## src/design/wbps_pkg.sv

```systemverilog
package wbps_pkg;

	// Defaults for the top-level parameters.
	localparam int PatternMaxDefault = 32;
	localparam int OffsetBitsDefault = 32;

	// Configuration port.
	localparam int CfgIdxW  = 3;
	localparam int CfgDataW = 64;
	localparam int PatRegs  = 4;

	// Register indexes on the configuration port.
	localparam logic [CfgIdxW-1:0] RegPattern0   = 3'd0;
	localparam logic [CfgIdxW-1:0] RegPattern1   = 3'd1;
	localparam logic [CfgIdxW-1:0] RegPattern2   = 3'd2;
	localparam logic [CfgIdxW-1:0] RegPattern3   = 3'd3;
	localparam logic [CfgIdxW-1:0] RegWildMask   = 3'd4;
	localparam logic [CfgIdxW-1:0] RegPatternLen = 3'd5;
	localparam logic [CfgIdxW-1:0] RegCaseFold   = 3'd6;

	// Pattern bytes held in the configuration registers.
	localparam int PatStoredBytes = 32;

	// ASCII codes used for case folding.
	localparam logic [7:0] CharUpperA = 8'h41;
	localparam logic [7:0] CharUpperZ = 8'h5A;
	localparam logic [7:0] CharLowerA = 8'h61;

	typedef struct packed {
		logic advance;
		logic flush;
		logic clear;
		logic fold_en;
	} cell_ctrl_t;

	typedef struct packed {
		logic        match_hit;
		logic [31:0] match_offset;
		logic        scan_done;
		logic [31:0] match_total;
	} result_t;

	function automatic logic [7:0] fold_byte(input logic [7:0] c, input logic en);
		logic [7:0] r;
		r = c;
		if (en && c >= CharUpperA && c <= CharUpperZ) begin
			r = c - CharUpperA + CharLowerA;
		end
		return r;
	endfunction

endpackage

```

## src/design/wildcard_byte_pattern_scanner.sv

```systemverilog
// A result is registered in the output buffer when the byte that causes it is accepted.
// One byte is taken per cycle while the skid entry is empty.
// Results wait in an output register backed by one skid entry; input stalls only
// when both are full. Reset clears the pattern registers (length one, no wildcards,
// no folding), the cell row, the byte position and the match count; no sweep is needed.
module wildcard_byte_pattern_scanner #(
	parameter int PATTERN_MAX = wbps_pkg::PatternMaxDefault,
	parameter int OFFSET_BITS = wbps_pkg::OffsetBitsDefault
) (
	input  logic                          clk,
	input  logic                          arst_n,
	input  logic                          in_valid,
	output logic                          in_ready,
	input  logic [7:0]                    data_byte,
	input  logic                          buffer_end,
	output logic                          out_valid,
	input  logic                          out_ready,
	output logic                          match_hit,
	output logic [31:0]                   match_offset,
	output logic                          scan_done,
	output logic [31:0]                   match_total,
	input  logic                          cfg_valid,
	output logic                          cfg_ready,
	input  logic [wbps_pkg::CfgIdxW-1:0]  cfg_index,
	input  logic [wbps_pkg::CfgDataW-1:0] cfg_data
);

	localparam int LenW     = $clog2(PATTERN_MAX + 1);
	localparam int IdxW     = $clog2(PATTERN_MAX);
	localparam int WinDepth = PATTERN_MAX - 1;

	// Configuration registers. The user must write them only while the scanner is
	// idle; the block itself does not enforce this. Writes are always accepted.
	logic [wbps_pkg::CfgDataW-1:0] pat_q [wbps_pkg::PatRegs];
	logic [31:0]                   wild_q;
	logic [5:0]                    len_q;
	logic                          fold_q;

	assign cfg_ready = 1'b1;

	always_ff @(posedge clk or negedge arst_n) begin
		if (!arst_n) begin
			for (int r = 0; r < wbps_pkg::PatRegs; r++) begin
				pat_q[r] <= '0;
			end
			wild_q <= '0;
			len_q  <= 6'd1;
			fold_q <= 1'b0;
		end else if (cfg_valid) begin
			case (cfg_index)
				wbps_pkg::RegPattern0:   pat_q[0] <= cfg_data;
				wbps_pkg::RegPattern1:   pat_q[1] <= cfg_data;
				wbps_pkg::RegPattern2:   pat_q[2] <= cfg_data;
				wbps_pkg::RegPattern3:   pat_q[3] <= cfg_data;
				wbps_pkg::RegWildMask:   wild_q   <= cfg_data[31:0];
				wbps_pkg::RegPatternLen: len_q    <= cfg_data[5:0];
				wbps_pkg::RegCaseFold:   fold_q   <= cfg_data[0];
				default: ;
			endcase
		end
	end

	// Scan state outside the cell row.
	logic [OFFSET_BITS-1:0] pos_q;
	logic [31:0]            count_q;

	logic                   in_fire;
	logic                   can_push;
	logic [7:0]             data_fold;
	logic [LenW-1:0]        len_eff;
	logic [IdxW-1:0]        len_sel;
	logic                   head_ok;
	logic                   hit_any;
	logic [OFFSET_BITS-1:0] start_pos;
	logic [31:0]            count_nxt;
	logic                   res_push;
	wbps_pkg::result_t      res;
	wbps_pkg::result_t      out_data;
	wbps_pkg::cell_ctrl_t   cell_ctrl;

	logic [PATTERN_MAX-1:0][7:0] pat_vec;
	logic [PATTERN_MAX-1:0]      wild_vec;
	logic [WinDepth-1:0][7:0]    win_q;
	logic [WinDepth-1:0]         fill_vec_q;
	logic [WinDepth-1:0]         ok_vec;

	assign in_ready  = can_push;
	assign in_fire   = in_valid && in_ready;
	assign data_fold = wbps_pkg::fold_byte(data_byte, fold_q);

	// Lengths beyond the cell row are treated as the full row.
	always_comb begin
		if (32'(len_q) > 32'(PATTERN_MAX)) begin
			len_eff = LenW'(PATTERN_MAX);
		end else begin
			len_eff = LenW'(len_q);
		end
	end

	// Pattern bytes as one vector; positions past the registers are zero
	// bytes and never wildcards.
	for (genvar k = 0; k < PATTERN_MAX; k++) begin : g_pat
		if (k < wbps_pkg::PatStoredBytes) begin : g_stored
			assign pat_vec[k]  = pat_q[k >> 3][(k & 7) * 8 +: 8];
			assign wild_vec[k] = wild_q[k];
		end else begin : g_beyond
			assign pat_vec[k]  = 8'h00;
			assign wild_vec[k] = 1'b0;
		end
	end

	// The incoming byte lines up with the last pattern byte in use.
	assign len_sel = IdxW'(len_eff - 1'b1);
	assign head_ok = wild_vec[len_sel] ||
		(wbps_pkg::fold_byte(pat_vec[len_sel], fold_q) == data_fold);

	// Cell j holds the byte taken j+1 transfers ago and a flag that is set when
	// that byte came after the buffer start or the last match. The flags form a
	// thermometer, so the window holds enough fresh bytes exactly when every
	// cell in use has its flag set. Each cell compares its byte against the
	// pattern byte that the current length aligns with it, so a change of the
	// pattern, the length or the folding applies to the bytes already held.
	// A match clears the flags, so matches never overlap; the end of a buffer
	// clears the whole row.
	assign cell_ctrl.advance = in_fire;
	assign cell_ctrl.flush   = hit_any;
	assign cell_ctrl.clear   = buffer_end;
	assign cell_ctrl.fold_en = fold_q;

	for (genvar j = 0; j < WinDepth; j++) begin : g_cell
		logic [IdxW-1:0] cell_sel;
		logic            cell_use;
		logic [7:0]      cell_prev_byte;
		logic            cell_prev_fill;

		assign cell_use = (len_eff >= LenW'(j + 2));
		assign cell_sel = IdxW'(len_eff - LenW'(j + 2));

		if (j == 0) begin : g_head
			assign cell_prev_byte = data_byte;
			assign cell_prev_fill = 1'b1;
		end else begin : g_link
			assign cell_prev_byte = win_q[j-1];
			assign cell_prev_fill = fill_vec_q[j-1];
		end

		wbps_cell u_cell (
			.clk       (clk),
			.arst_n    (arst_n),
			.ctrl      (cell_ctrl),
			.prev_byte (cell_prev_byte),
			.prev_fill (cell_prev_fill),
			.pat_byte  (pat_vec[cell_sel]),
			.pat_wild  (wild_vec[cell_sel]),
			.in_use    (cell_use),
			.byte_q    (win_q[j]),
			.fill_q    (fill_vec_q[j]),
			.cell_ok   (ok_vec[j])
		);
	end

	// A zero length never matches.
	assign hit_any = (len_eff != '0) && head_ok && (&ok_vec);

	// The match began len-1 bytes before the current one; offsets wrap.
	assign start_pos = pos_q - (OFFSET_BITS'(len_eff) - 1'b1);

	always_comb begin
		count_nxt = count_q;
		if (hit_any && count_q != '1) begin
			count_nxt = count_q + 1'b1;
		end
	end

	always_ff @(posedge clk or negedge arst_n) begin
		if (!arst_n) begin
			pos_q   <= '0;
			count_q <= '0;
		end else if (in_fire) begin
			if (buffer_end) begin
				pos_q   <= '0;
				count_q <= '0;
			end else begin
				pos_q   <= pos_q + 1'b1;
				count_q <= count_nxt;
			end
		end
	end

	// A transfer yields a result when a match ends on it or it closes the buffer.
	assign res_push         = in_fire && (hit_any || buffer_end);
	assign res.match_hit    = hit_any;
	assign res.match_offset = hit_any ? 32'(start_pos) : 32'd0;
	assign res.scan_done    = buffer_end;
	assign res.match_total  = count_nxt;

	wbps_out_buf u_out_buf (
		.clk       (clk),
		.arst_n    (arst_n),
		.push      (res_push),
		.push_data (res),
		.can_push  (can_push),
		.out_valid (out_valid),
		.out_ready (out_ready),
		.out_data  (out_data)
	);

	assign match_hit    = out_data.match_hit;
	assign match_offset = out_data.match_offset;
	assign scan_done    = out_data.scan_done;
	assign match_total  = out_data.match_total;

`ifndef SYNTHESIS
	// A reported match always counts at least one match in the buffer.
	assert property (@(posedge clk) disable iff (!arst_n)
		(out_valid && match_hit) |-> (match_total != 32'd0))
		else $error("match reported with zero match count");

	// Closing a buffer restarts the byte position and empties the window.
	assert property (@(posedge clk) disable iff (!arst_n)
		(in_fire && buffer_end) |=> (pos_q == '0 && win_q == '0))
		else $error("scan state not cleared at buffer end");

	// After a match no held byte counts toward the next one.
	assert property (@(posedge clk) disable iff (!arst_n)
		(in_fire && hit_any) |=> (fill_vec_q == '0))
		else $error("window fill not cleared after a match");

	// Input stalls only while a result is waiting downstream.
	assert property (@(posedge clk) disable iff (!arst_n)
		!in_ready |-> out_valid)
		else $error("input stalled with empty output register");
`endif

endmodule

```

## src/design/wbps_cell.sv

```systemverilog
// One slot of the byte window: holds one earlier byte and whether it was taken
// since the buffer start or the last match, shifts both on to the next slot, and
// checks its byte against the pattern byte currently aligned with it.
module wbps_cell (
	input  logic                   clk,
	input  logic                   arst_n,
	input  wbps_pkg::cell_ctrl_t   ctrl,
	input  logic [7:0]             prev_byte,
	input  logic                   prev_fill,
	input  logic [7:0]             pat_byte,
	input  logic                   pat_wild,
	input  logic                   in_use,
	output logic [7:0]             byte_q,
	output logic                   fill_q,
	output logic                   cell_ok
);

	logic byte_eq;

	assign byte_eq = pat_wild || (wbps_pkg::fold_byte(pat_byte, ctrl.fold_en) ==
		wbps_pkg::fold_byte(byte_q, ctrl.fold_en));
	assign cell_ok = !in_use || (fill_q && byte_eq);

	always_ff @(posedge clk or negedge arst_n) begin
		if (!arst_n) begin
			byte_q <= 8'h00;
			fill_q <= 1'b0;
		end else if (ctrl.advance) begin
			if (ctrl.clear) begin
				byte_q <= 8'h00;
				fill_q <= 1'b0;
			end else begin
				byte_q <= prev_byte;
				fill_q <= ctrl.flush ? 1'b0 : prev_fill;
			end
		end
	end

endmodule

```

## src/design/wbps_out_buf.sv

```systemverilog
// Output register with one skid entry, so the input side sees a registered ready.
module wbps_out_buf (
	input  logic              clk,
	input  logic              arst_n,
	input  logic              push,
	input  wbps_pkg::result_t push_data,
	output logic              can_push,
	output logic              out_valid,
	input  logic              out_ready,
	output wbps_pkg::result_t out_data
);

	logic              out_valid_q;
	logic              skid_valid_q;
	wbps_pkg::result_t out_q;
	wbps_pkg::result_t skid_q;
	logic              stalled;

	assign stalled   = out_valid_q && !out_ready;
	assign can_push  = !skid_valid_q;
	assign out_valid = out_valid_q;
	assign out_data  = out_q;

	always_ff @(posedge clk or negedge arst_n) begin
		if (!arst_n) begin
			out_valid_q  <= 1'b0;
			skid_valid_q <= 1'b0;
		end else if (stalled) begin
			if (push) begin
				skid_valid_q <= 1'b1;
			end
		end else if (skid_valid_q) begin
			out_valid_q  <= 1'b1;
			skid_valid_q <= push;
		end else begin
			out_valid_q <= push;
		end
	end

	always_ff @(posedge clk) begin
		if (stalled) begin
			if (push) begin
				skid_q <= push_data;
			end
		end else if (skid_valid_q) begin
			out_q  <= skid_q;
			skid_q <= push_data;
		end else begin
			out_q <= push_data;
		end
	end

endmodule

```

## config.mk

```make
export PLATFORM = sky130hd
export DESIGN_NAME = wildcard_byte_pattern_scanner
export DESIGN_NICKNAME = d
export VERILOG_FILES = /design/src/design/wbps_pkg.sv /design/src/design/wildcard_byte_pattern_scanner.sv /design/src/design/wbps_cell.sv /design/src/design/wbps_out_buf.sv
export SDC_FILE = /design/constraint.sdc
export NUM_CORES = 2
export LEC_CHECK = 0
export ABC_AREA = 1
export BUFFER_PORTS_ARGS = -buffer_cell sky130_fd_sc_hd__buf_2
export CAP_MARGIN = 20
export CORE_MARGIN = 3
export CORE_UTILIZATION = 51
export CTS_BUF_LIST = sky130_fd_sc_hd__clkbuf_16
export DETAILED_ROUTE_END_ITERATION = 8
export PLACE_DENSITY = 0.79
export SLEW_MARGIN = 20
export SYNTH_ARGS = -nofsm -noshare
export SYNTH_HDL_FRONTEND = slang
export SYNTH_SLANG_ARGS = --single-unit
```

## constraint.sdc

```tcl
create_clock -name clk -period 8.9 [get_ports clk]
set_input_delay 1.78 -clock clk [delete_from_list [all_inputs] [get_ports clk]]
set_output_delay 1.78 -clock clk [all_outputs]
set_load 0.005 [all_outputs]
```

==> metrics.yaml <==
clock_network:
  cts.clk_slew.worst_paths_ns: 0.07
  clock_path_buffers: 3
  cts_resized: 0
  cts_setup_buffers: 0
  numCtsBuffers: 86
  htree_levels: 3
  cts-root-buf: "clkbuf_16"
  cts_tree: "done"
  cts_num_sinks: 772
  ctsHoldBuffers: 0
  clock_latency_ns: 0.75
sta:
  fmax_ghz: 0.1336
  finalSetupViolations: 0
  slew_viol_final: 0
  fin_crit_sh_pct: 84.11
  tns_ns: 0
  layout_min_cycle_time_ns: 7.486
  rsz0062_at_grt: "false"
  max_slew_margin_pct: 13.92
  finClkSkew_ns: 0.05247
  finalHoldViolations: 0
  worst_pin_slew_ns: 1.278
  setup_slack_ns: 1.414
placed_design:
  pre_cts_slack_ns: 1.837
  port_buffers: 148
  place.gp.congestion: 1.132
  dp_cells: 10720
  hpwlAfterDp_mm: 250.2
layout:
  fin_cells: 10900
  fillCellCount: 11080
  nets: 9471
  syn_to_final_growth_pct: 7.560
  fin_util_pct: 55.66
  drive_above_1_share_pct: 5.850
die:
  die_width_um: 350.5
  die-height_um: 350.5
  die-area_mm2: 0.1229
  num_io_pins: 150
  initial_core_util_pct: 51.75
  rows: 125
  core_mm2: 0.1170
outcome:
  violations: "design-rule violations"
  status: "finished with violations"
synthesis:
  synthAdderAreaFrac_pct: 2.224
  synth_edf_count: 132
  netlist_area_mm2: 0.06054
  yosys_most_used_dff: "dfrtp_1"
  yosys_warnings: 0
  ys_types: 66
  netlist_instances: 9413
  synth_mux_area_share_pct: 0.4133
  synthArstFlopShare_pct: 82.90
  seq_area_frac_synth_pct: 33.00
  synth_top_family_by_area: "simple AND/OR/NAND/NOR gates"
  synth.avg_cell_area_um2: 6.432
  syn-num-nets: 9601
  synth_simple_gate_area_share_pct: 41.45
  synth_xor_area_share_pct: 2.492
  ys_seq_elements: 772
  synth-compound-area-share_pct: 10.58
drt:
  drtIter0Drc: 11220
  viasPerCell: 6.459
  wl_mm: 324.1
  drc: 16
  postRouteAntennaNets: 0
  drtPass1Iterations: 9
  vias: 70370
  post_drt_wl_per_cell_um: 29.75
setup_path:
  crit_arrival_ns: 8.12
  critPathKind: "flop to flop"
  r2r_cells: 30
  slowest_stage: "o21ai_0"
  critPathMostFrequentCell: "nand2_1"
  critPathLaunchType: "flop"
  critical_path.max_fanout: 90
  slowest_delay_ns: 0.90
  crit_required_ns: 9.53
  end_kind: "flop"
pwr:
  p_per_area_mw_per_mm2: 332.0
  p_leak_uw: 0.03262
  irDropWorstVdd_uv: 266.4
global_route:
  antenna_found_initial: 20
  grt_pass1_wl_mm: 455.7
  grt_usage_pct: 51.73
  grt-ovfl-total: 0
  grt_max_degree: 190
  grt_pass1_vias: 64810
min_path:
  min_path_type: "flop to flop"
  holdPathStages: 2
run:
  drv_cap: 0
## power breakdown
| part | switching, uW | internal, uW | total, uW |
|---|---|---|---|
| logic | 10300 | 3120 | 13500 |
| clock network | 1700 | 2260 | 3960 |
| registers | 303 | 3910 | 4210 |
| total | 12300 | 9290 | 21600 |
## flip-flops by register name, indices dropped and copies added, names as in the netlist, 6 cells and up
signal,count
count_q,32
g_cell.u_cell.byte_q,248
g_cell.u_cell.fill_q,31
len_q,6
pat_q,256
pos_q,32
u_out_buf.out_data,66
u_out_buf.skid_q,66
wild_q,32
## logic make-up (layout without fill, tap and decap cells)
logic type      count (synthesis)  after routing
other cells                     1             22
flops                         772            772
buf+inv                      1444           1382
xor+xnor                      165            165
simple gates                 5747           5747
mux                            25             25
fa+ha+maj                     107            107
compound gates               1152           1152
## metrics by stage
| step | area (um2) | hold slack [ns] | total power, uW |
|---|---|---|---|
| 2_1_floorplan | 60550 | 0.4530 | 11750 |
| 3_3_place_gp | 62010 | 0.4666 | 16670 |
| 3_5_place_dp | 62010 | 0.4734 | 16780 |
| 4_1_cts | 65070 | 0.4884 | 20730 |
| 5_1_grt | 65070 | 0.5085 | 22280 |
| 6_report | 65120 | 0.4835 | 21620 |
## layer usage
metal | up-vias | share of wire (%) | GRT usage [%]
li1 | 30950 | - | -
met5 | - | 0.0080 | 0
met3 | 1413 | 13 | 17.19
met1 | 32880 | 34 | 57.80
met4 | 4 | 13 | 52.63
met2 | 5136 | 41 | 75.60
## synthesized netlist by cell type, types with 4 or more instances
cell,number,share of area (%)
nand2_1,3207,20
nand3_1,1812,15
inv_1,932,5.8
o21ai_0,686,5.7
dfrtp_1,639,26
nor2_1,333,2.1
o22ai_1,276,2.9
buf_2,187,1.5
clkbuf_1,184,1.1
nand4_1,159,1.6
edfxtp_1,132,6.5
xor2_1,118,1.7
ha_1,106,2.2
a21oi_1,75,0.62
buf_1,46,0.29
nor4_1,46,0.48
xnor2_1,43,0.62
nor3_1,40,0.33
buf_4,35,0.43
nand3b_1,35,0.43
inv_2,32,0.20
nor2_2,31,0.32
o311ai_0,31,0.45
o21ai_1,26,0.21
mux2i_1,25,0.41
buf_6,21,0.39
and2_1,18,0.19
nand2_2,15,0.15
o21bai_1,15,0.19
nor2_4,14,0.26
o211ai_1,10,0.12
nand2_4,8,0.15
o2111ai_1,8,0.12
clkinv_1,5,0.031
nor2_8,5,0.17
o31ai_1,5,0.062
or2_2,5,0.052
nor3_2,4,0.066
nor3b_1,4,0.050
## final timing paths
kind | start | endpoint | slack [ns]
setup / recovery | len_q[5] | g_cell[30].u_cell.fill_q | 1.41
hold / removal | pat_q[253] | pat_q[253] | 0.48
setup reg to reg | len_q[5] | g_cell[30].u_cell.fill_q | 1.41
hold reg to reg | pat_q[253] | pat_q[253] | 0.48
max in group asynchronous | arst_n | g_cell[23].u_cell.byte_q[5] | 5.89
min in group asynchronous | arst_n | g_cell[17].u_cell.byte_q[2] | 1.12
## cell usage in the layout, fill, tap and decap left out, drive strengths merged, types with 15 or more instances in the layout
cell type	count
clkbuf	89
and2	18
clkinv	27
o21ai	715
a21oi	76
diode	21
nand3	1816
nor4	46
dfrtp	639
o21bai	15
mux2i	25
edfxtp	132
inv	991
o311ai	31
o22ai	276
xor2	122
xnor2	43
nor2	383
nand4	160
nor3	46
nand2	3231
nand3b	35
ha	106
buf	255
## final cells by class
| type | instances | area [um2] | share of cell area [%] |
|---|---|---|---|
| clock buffers | 89 | 2227 | 3.420 |
| flip-flops and latches | 772 | 19980 | 30.68 |
| clock inverters | 67 | 834.6 | 1.282 |
| diodes | 21 | 52.55 | 0.08070 |
| well taps | 1524 | 1907 | 2.928 |
| repair buffers | 255 | 1717 | 2.636 |
| multi-input cells | 7197 | 34740 | 53.35 |
| inverters | 971 | 3662 | 5.624 |
## critical path, delay by kind of cell (launching register included)
family / cells / cell delay (ns)
buffers and inverters: 7 / 2.18
flip-flops: 1 / 0.66
AO/OA/AOI/OAI: 2 / 1.07
AND/OR/NAND/NOR: 21 / 3.36
Note: power is estimated with default switching activity, not from simulation.
